$ cat src/rtl/mdars_pkg.sv
// Shared types, constants and helpers for the row-major array store.
package mdars_pkg;

    localparam int NUM_DIMS  = 6;
    localparam int MAX_DIMS  = 6;
    localparam int DIM_LIMIT = (MAX_DIMS < NUM_DIMS) ? MAX_DIMS : NUM_DIMS;

    localparam int IDX_W     = 12;
    localparam int BOUND_W   = 13;
    localparam int VAL_W     = 32;
    localparam int CNT_W     = 3;
    localparam int CFG_IDX_W = 3;
    localparam int STATUS_W  = 2;
    localparam int DIM_SEL_W = 3;

    localparam int S_TDATA_W = NUM_DIMS * IDX_W + VAL_W;
    localparam int M_TDATA_W = VAL_W;

    typedef logic [IDX_W-1:0]        t_idx;
    typedef logic [BOUND_W-1:0]      t_bound;
    typedef logic signed [VAL_W-1:0] t_val;
    typedef logic [STATUS_W-1:0]     t_status;
    typedef logic [CNT_W-1:0]        t_cnt;
    typedef logic [CFG_IDX_W-1:0]    t_cfg_idx;
    typedef logic [DIM_SEL_W-1:0]    t_dim_sel;

    localparam t_cfg_idx REG_DIM_COUNT   = 3'd0;
    localparam t_cfg_idx REG_DIM_BOUND_0 = 3'd1;
    localparam t_cfg_idx REG_DIM_BOUND_5 = 3'd6;

    localparam t_status ST_OK  = 2'd0;
    localparam t_status ST_OOB = 2'd1;
    localparam t_status ST_CAP = 2'd2;

    localparam logic ACT_READ  = 1'b0;
    localparam logic ACT_WRITE = 1'b1;

    typedef struct packed {
        logic     busy;
        t_dim_sel dims;
    } t_geom_status;

    function automatic t_dim_sel dims_in_use(input t_cnt cnt);
        t_dim_sel n;
        n = t_dim_sel'(cnt);
        if (cnt == '0) begin
            n = t_dim_sel'(1);
        end else if (int'(cnt) > DIM_LIMIT) begin
            n = t_dim_sel'(DIM_LIMIT);
        end
        return n;
    endfunction

endpackage

$ cat src/rtl/mdars_stride.sv
// Configuration registers and sequential row-major stride rebuild.
module mdars_stride import mdars_pkg::*; #(
    parameter int STORE_DEPTH = 4096
) (
    input  logic                                   i_clk,
    input  logic                                   i_rst_n,
    input  logic                                   i_cfg_we,
    input  t_cfg_idx                               i_cfg_idx,
    input  logic [BOUND_W-1:0]                     i_cfg_data,
    output t_bound                                 o_bound  [NUM_DIMS],
    output logic [$clog2(STORE_DEPTH+1)-1:0]       o_stride [NUM_DIMS],
    output t_geom_status                           o_geom
);

    localparam int SW = $clog2(STORE_DEPTH + 1);
    localparam int PW = SW + BOUND_W;

    localparam logic [1:0] ST_IDLE = 2'd0;
    localparam logic [1:0] ST_INIT = 2'd1;
    localparam logic [1:0] ST_RUN  = 2'd2;

    logic [1:0]    r_state;
    t_dim_sel      r_step;
    t_cnt          r_dim_count;
    t_bound        r_bound  [NUM_DIMS];
    logic [SW-1:0] r_stride [NUM_DIMS];

    t_dim_sel      dims;
    t_dim_sel      step_m1;
    t_dim_sel      cfg_sel;
    logic [PW-1:0] prod;
    logic [SW-1:0] prod_sat;

    assign dims    = dims_in_use(r_dim_count);
    assign step_m1 = r_step - t_dim_sel'(1);
    assign cfg_sel = t_dim_sel'(i_cfg_idx - REG_DIM_BOUND_0);
    assign prod    = PW'(r_bound[r_step]) * PW'(r_stride[r_step]);
    assign prod_sat = (prod > PW'(STORE_DEPTH)) ? SW'(STORE_DEPTH) : prod[SW-1:0];

    always_ff @(posedge i_clk) begin
        if (!i_rst_n) begin
            r_state     <= ST_IDLE;
            r_step      <= '0;
            r_dim_count <= t_cnt'(1);
            for (int d = 0; d < NUM_DIMS; d++) begin
                r_bound[d]  <= t_bound'(1);
                r_stride[d] <= (d == 0) ? SW'(1) : '0;
            end
        end else if (i_cfg_we) begin
            if (i_cfg_idx == REG_DIM_COUNT) begin
                r_dim_count <= i_cfg_data[CNT_W-1:0];
                r_state     <= ST_INIT;
            end else if (i_cfg_idx <= REG_DIM_BOUND_5) begin
                r_bound[cfg_sel] <= i_cfg_data;
                r_state          <= ST_INIT;
            end
        end else begin
            unique case (r_state)
                ST_INIT: begin
                    for (int d = 0; d < NUM_DIMS; d++) begin
                        r_stride[d] <= (d == int'(dims) - 1) ? SW'(1) : '0;
                    end
                    r_step  <= dims - t_dim_sel'(1);
                    r_state <= (dims == t_dim_sel'(1)) ? ST_IDLE : ST_RUN;
                end
                ST_RUN: begin
                    r_stride[step_m1] <= prod_sat;
                    r_step            <= step_m1;
                    if (r_step == t_dim_sel'(1)) begin
                        r_state <= ST_IDLE;
                    end
                end
                default: begin
                    r_state <= ST_IDLE;
                end
            endcase
        end
    end

    assign o_bound     = r_bound;
    assign o_stride    = r_stride;
    assign o_geom.busy = (r_state != ST_IDLE);
    assign o_geom.dims = dims;

endmodule

$ cat config.mk
export PLATFORM = sky130hd
export DESIGN_NAME = mdars_stride
export DESIGN_NICKNAME = d
export VERILOG_FILES = /design/src/rtl/mdars_pkg.sv /design/src/rtl/mdars_stride.sv
export SDC_FILE = /design/constraint.sdc
export NUM_CORES = 1
export LEC_CHECK = 0
export ABC_AREA = 1
export ABC_CLOCK_PERIOD_IN_PS = 6700
export BUFFER_PORTS_ARGS = -buffer_cell sky130_fd_sc_hd__buf_4
export CORE_MARGIN = 2
export CORE_UTILIZATION = 30
export CTS_BUF_LIST = sky130_fd_sc_hd__clkbuf_8
export CTS_CLUSTER_DIAMETER = 80
export CTS_CLUSTER_SIZE = 12
export DETAILED_ROUTE_END_ITERATION = 16
export GPL_TIMING_DRIVEN = 0
export PLACE_DENSITY_LB_ADDON = 0.15
export SYNTH_ARGS = -nofsm -noshare
export SYNTH_HDL_FRONTEND = slang
export SYNTH_SLANG_ARGS = --single-unit
$ cat constraint.sdc
create_clock -name i_clk -period 6.7 [get_ports i_clk]
set_input_delay 2.01 -clock i_clk [delete_from_list [all_inputs] [get_ports i_clk]]
set_output_delay 2.01 -clock i_clk [all_outputs]
set_load 0.005 [all_outputs]
==> flow_metrics.env <==
export IMPL_status="finished, final reports clean"
export IMPL_syn_area_um2=14000
export IMPL_numClockSinks=164
export IMPL_wl_per_cell_um=18.9
export IMPL_track_usage_pct=22.2
export IMPL_drive_above_1_share_pct=21.9
export IMPL_synth_compound_area_share_pct=12.6
export IMPL_synth_simple_area_share_pct=25.5
export IMPL_core_area_um2=46300
export IMPL_clk_latency_ns=0.50
export IMPL_nFillCells=4869
export IMPL_grt_pass1_vias=13900
export IMPL_ys_seq_area_share_pct=23.5
export IMPL_antenna_found_initial=0
export IMPL_cts_buffer_depth=2
export IMPL_fp_dieW_um=220
export IMPL_dp_cells=2810
export IMPL_grt_max_degree=17
export IMPL_cts_tree="built"
export IMPL_ys_ff_latch=164
export IMPL_synth_edf_count=0
export IMPL_worst_slack_ns=0.179
export IMPL_cts_hold_buffers=0
export IMPL_start_util_pct=30.2
export IMPL_synth_fa_ha_area_share_pct=25.0
export IMPL_synthArstFlopShare_pct=0
export IMPL_die_height_um=220
export IMPL_power_static_leakage_nw=9.42
export IMPL_finalSetupViolations=0
export IMPL_drt_iter0_markers=1053
export IMPL_ys_flop_type="dfxtp_1"
export IMPL_drtAntennaViolNets=0
export IMPL_hold_path_class="flop to flop"
export IMPL_r2r_start="r_step[0]"
export IMPL_critPathCaptureType="flop"
export IMPL_cts_buffers=17
export IMPL_start_kind="flop"
export IMPL_synth_xor_area_share_pct=0.439
export IMPL_place_hpwl_um=43100
export IMPL_yosys_warnings=0
export IMPL_crit_family="adder cells"
export IMPL_post_place_ws_ns=-1.77
export IMPL_slew_headroom_pct=37.5
export IMPL_vias_per_cell=4.95
export IMPL_synth_top_family_by_area="simple AND/OR/NAND/NOR gates"
export IMPL_crit_buf_inv=11
export IMPL_fmax_mhz=153
export IMPL_rows=79
export IMPL_p_per_area_nw_per_um2=184
export IMPL_finalMaxSlewViolations=0
export IMPL_drc=0
export IMPL_io_pins=179
export IMPL_hold_ws_ns=0.475
export IMPL_rsz0062_at_grt="true"
export IMPL_worstPathRequired_ns=7.13
export IMPL_overflow=0
export IMPL_critPathMostFrequentCell="nand2_1"
export IMPL_hp_start="r_dim_count[0]"
export IMPL_port_buffer_count=177
export IMPL_root_buffer="clkbuf_8"
export IMPL_nets=2533
export IMPL_drv_cap=0
export IMPL_stdcell_count=2928
export IMPL_fin_crit_sh_pct=97.3
export IMPL_wirelength_um=55300
export IMPL_layout_common_cells="nand2_1, inv_1, nor2_1"
export IMPL_syn_nets=2251
export IMPL_grt_pass1_wl_um=81300
export IMPL_startpoint="r_step[0]"
export IMPL_tightest_slew_ns=0.930
export IMPL_worstSetupPathType="flop to flop"
export IMPL_min_period_ns=6.52
export IMPL_finalClockSkew_ns=0.0158
export IMPL_syn_to_final_growth_pct=32.6
export IMPL_path_clk_slew_ns=0.09
export IMPL_h_tree_depth=4
export IMPL_hold_viol=0
export IMPL_worst_ep_arrival_time_ns=6.95
export IMPL_ys_types=39
export IMPL_syn_inst=2026
export IMPL_synth_area_per_cell_um2=6.89
export IMPL_cpPeakStageDelay_ns=0.55
export IMPL_ir_worst_vdd_mv=0.141
export IMPL_cpMaxStageDelayCell="fa_1"
export IMPL_antenna_cells=0
export IMPL_vias=14500
export IMPL_drt_pass1_iterations=7
export IMPL_synth_area_mux_share_pct=0
export IMPL_gp_congestion=0.894
export IMPL_die_area_um2=48300
export IMPL_fin_util_pct=40.0
export IMPL_final_common_cell="nand2_1"
export IMPL_worstPathMaxFanout=10
==> stage by stage <==
stage	cell area, um^2	total power (W)	setup TNS (ns)
after global routing	18500	0.00357	-1.31
after detailed placement	16100	0.00220	-132.43
after global placement	16100	0.00219	-125.54
after floorplan	14000	0.00179	0
final	18500	0.00341	0
after CTS	17200	0.00311	0
==> path summary, 6_finish.rpt <==
kind / to / slack [ns] / cells past startpoint
worst max-delay path: o_stride[52] / 0.18 / 34
worst min-delay path: r_dim_count[0] / 0.47 / 2
worst max register to register: o_stride[52] / 0.18 / 34
worst min register to register: r_dim_count[0] / 0.47 / 2
==> report_power, final <==
group	switching (W)	total [W]	internal, W
sequential	0.0000255	0.00102	0.000996
clock	0.000405	0.000777	0.000372
combinational	0.000947	0.00161	0.000662
total	0.00138	0.00341	0.00203
==> state kept, by name (all words and copies together) (netlist names) <==
register and count:
o_bound 78, o_stride 78, r_dim_count 3, r_state 2
r_step 3
==> Yosys cell counts, types with 3 or more instances <==
cell type | count | area, um^2
nand3b_1 | 7 | 52.6
a21oi_1 | 110 | 551
ha_1 | 85 | 1060
buf_4 | 8 | 60.1
o21a_1 | 3 | 22.5
buf_1 | 3 | 11.3
o21ai_0 | 178 | 891
o22ai_1 | 24 | 150
xnor2_1 | 3 | 26.3
nand3_1 | 36 | 180
nand2_2 | 4 | 25.0
fa_1 | 121 | 2420
clkbuf_1 | 75 | 282
buf_2 | 21 | 105
dfxtp_1 | 164 | 3280
nand2_1 | 439 | 1650
a31oi_1 | 3 | 18.8
nand4_1 | 81 | 507
nor3_1 | 11 | 55.1
buf_6 | 8 | 90.1
xor2_1 | 4 | 35.0
o211ai_1 | 3 | 22.5
inv_1 | 338 | 1270
o21ai_1 | 10 | 50.1
nor2_1 | 270 | 1010
==> layer usage <==
metal / GRT usage (%) / vias up / share of wire (%)
li1: - / 6916 / -
met1: 29.0 / 7024 / 43
met2: 36.8 / 501 / 48
met3: 4.02 / 66 / 6.0
met4: 7.61 / 0 / 2.6
met5: 0 / - / 0
==> cells by family after synthesis <==
logic type	Yosys count
xor gates and xnor gates	7
AOI/OAI and AO/OA	337
adders and majority gates	206
and+or+nand+nor	858
DFF	164
buffers and inverters	454
==> worst reg2reg max path, delay by kind of cell, from the launching register on <==
family,cells,cell delay (ns)
flops,1,0.42
simple gates,13,1.21
buf+inv,11,1.31
compound gates,4,0.65
fa+ha+maj,6,2.87
==> layout make-up <==
| class | instances | area [um^2] | area share, % |
|---|---|---|---|
| Multi-Input combinational cell | 1408 | 9610 | 51.9 |
| Sequential cell | 164 | 3290 | 17.8 |
| Timing Repair Buffer | 263 | 2150 | 11.6 |
| Inverter | 339 | 1280 | 6.92 |
| Buffer | 115 | 1010 | 5.47 |
| Tap cell | 607 | 759 | 4.10 |
| Clock buffer | 21 | 289 | 1.56 |
| Clock inverter | 11 | 125 | 0.675 |
==> timing repair <==
| action | 4_1_cts | 5_1_grt |
|---|---|---|
| gates resized for setup | 180 | 218 |
| endpoints found under the setup margin | 78 | 78 |
| gates cloned | 2 | 10 |
| buffers inserted | 15 | 59 |
| pin swaps | 11 | 79 |
(Power assumes the default switching activity.)
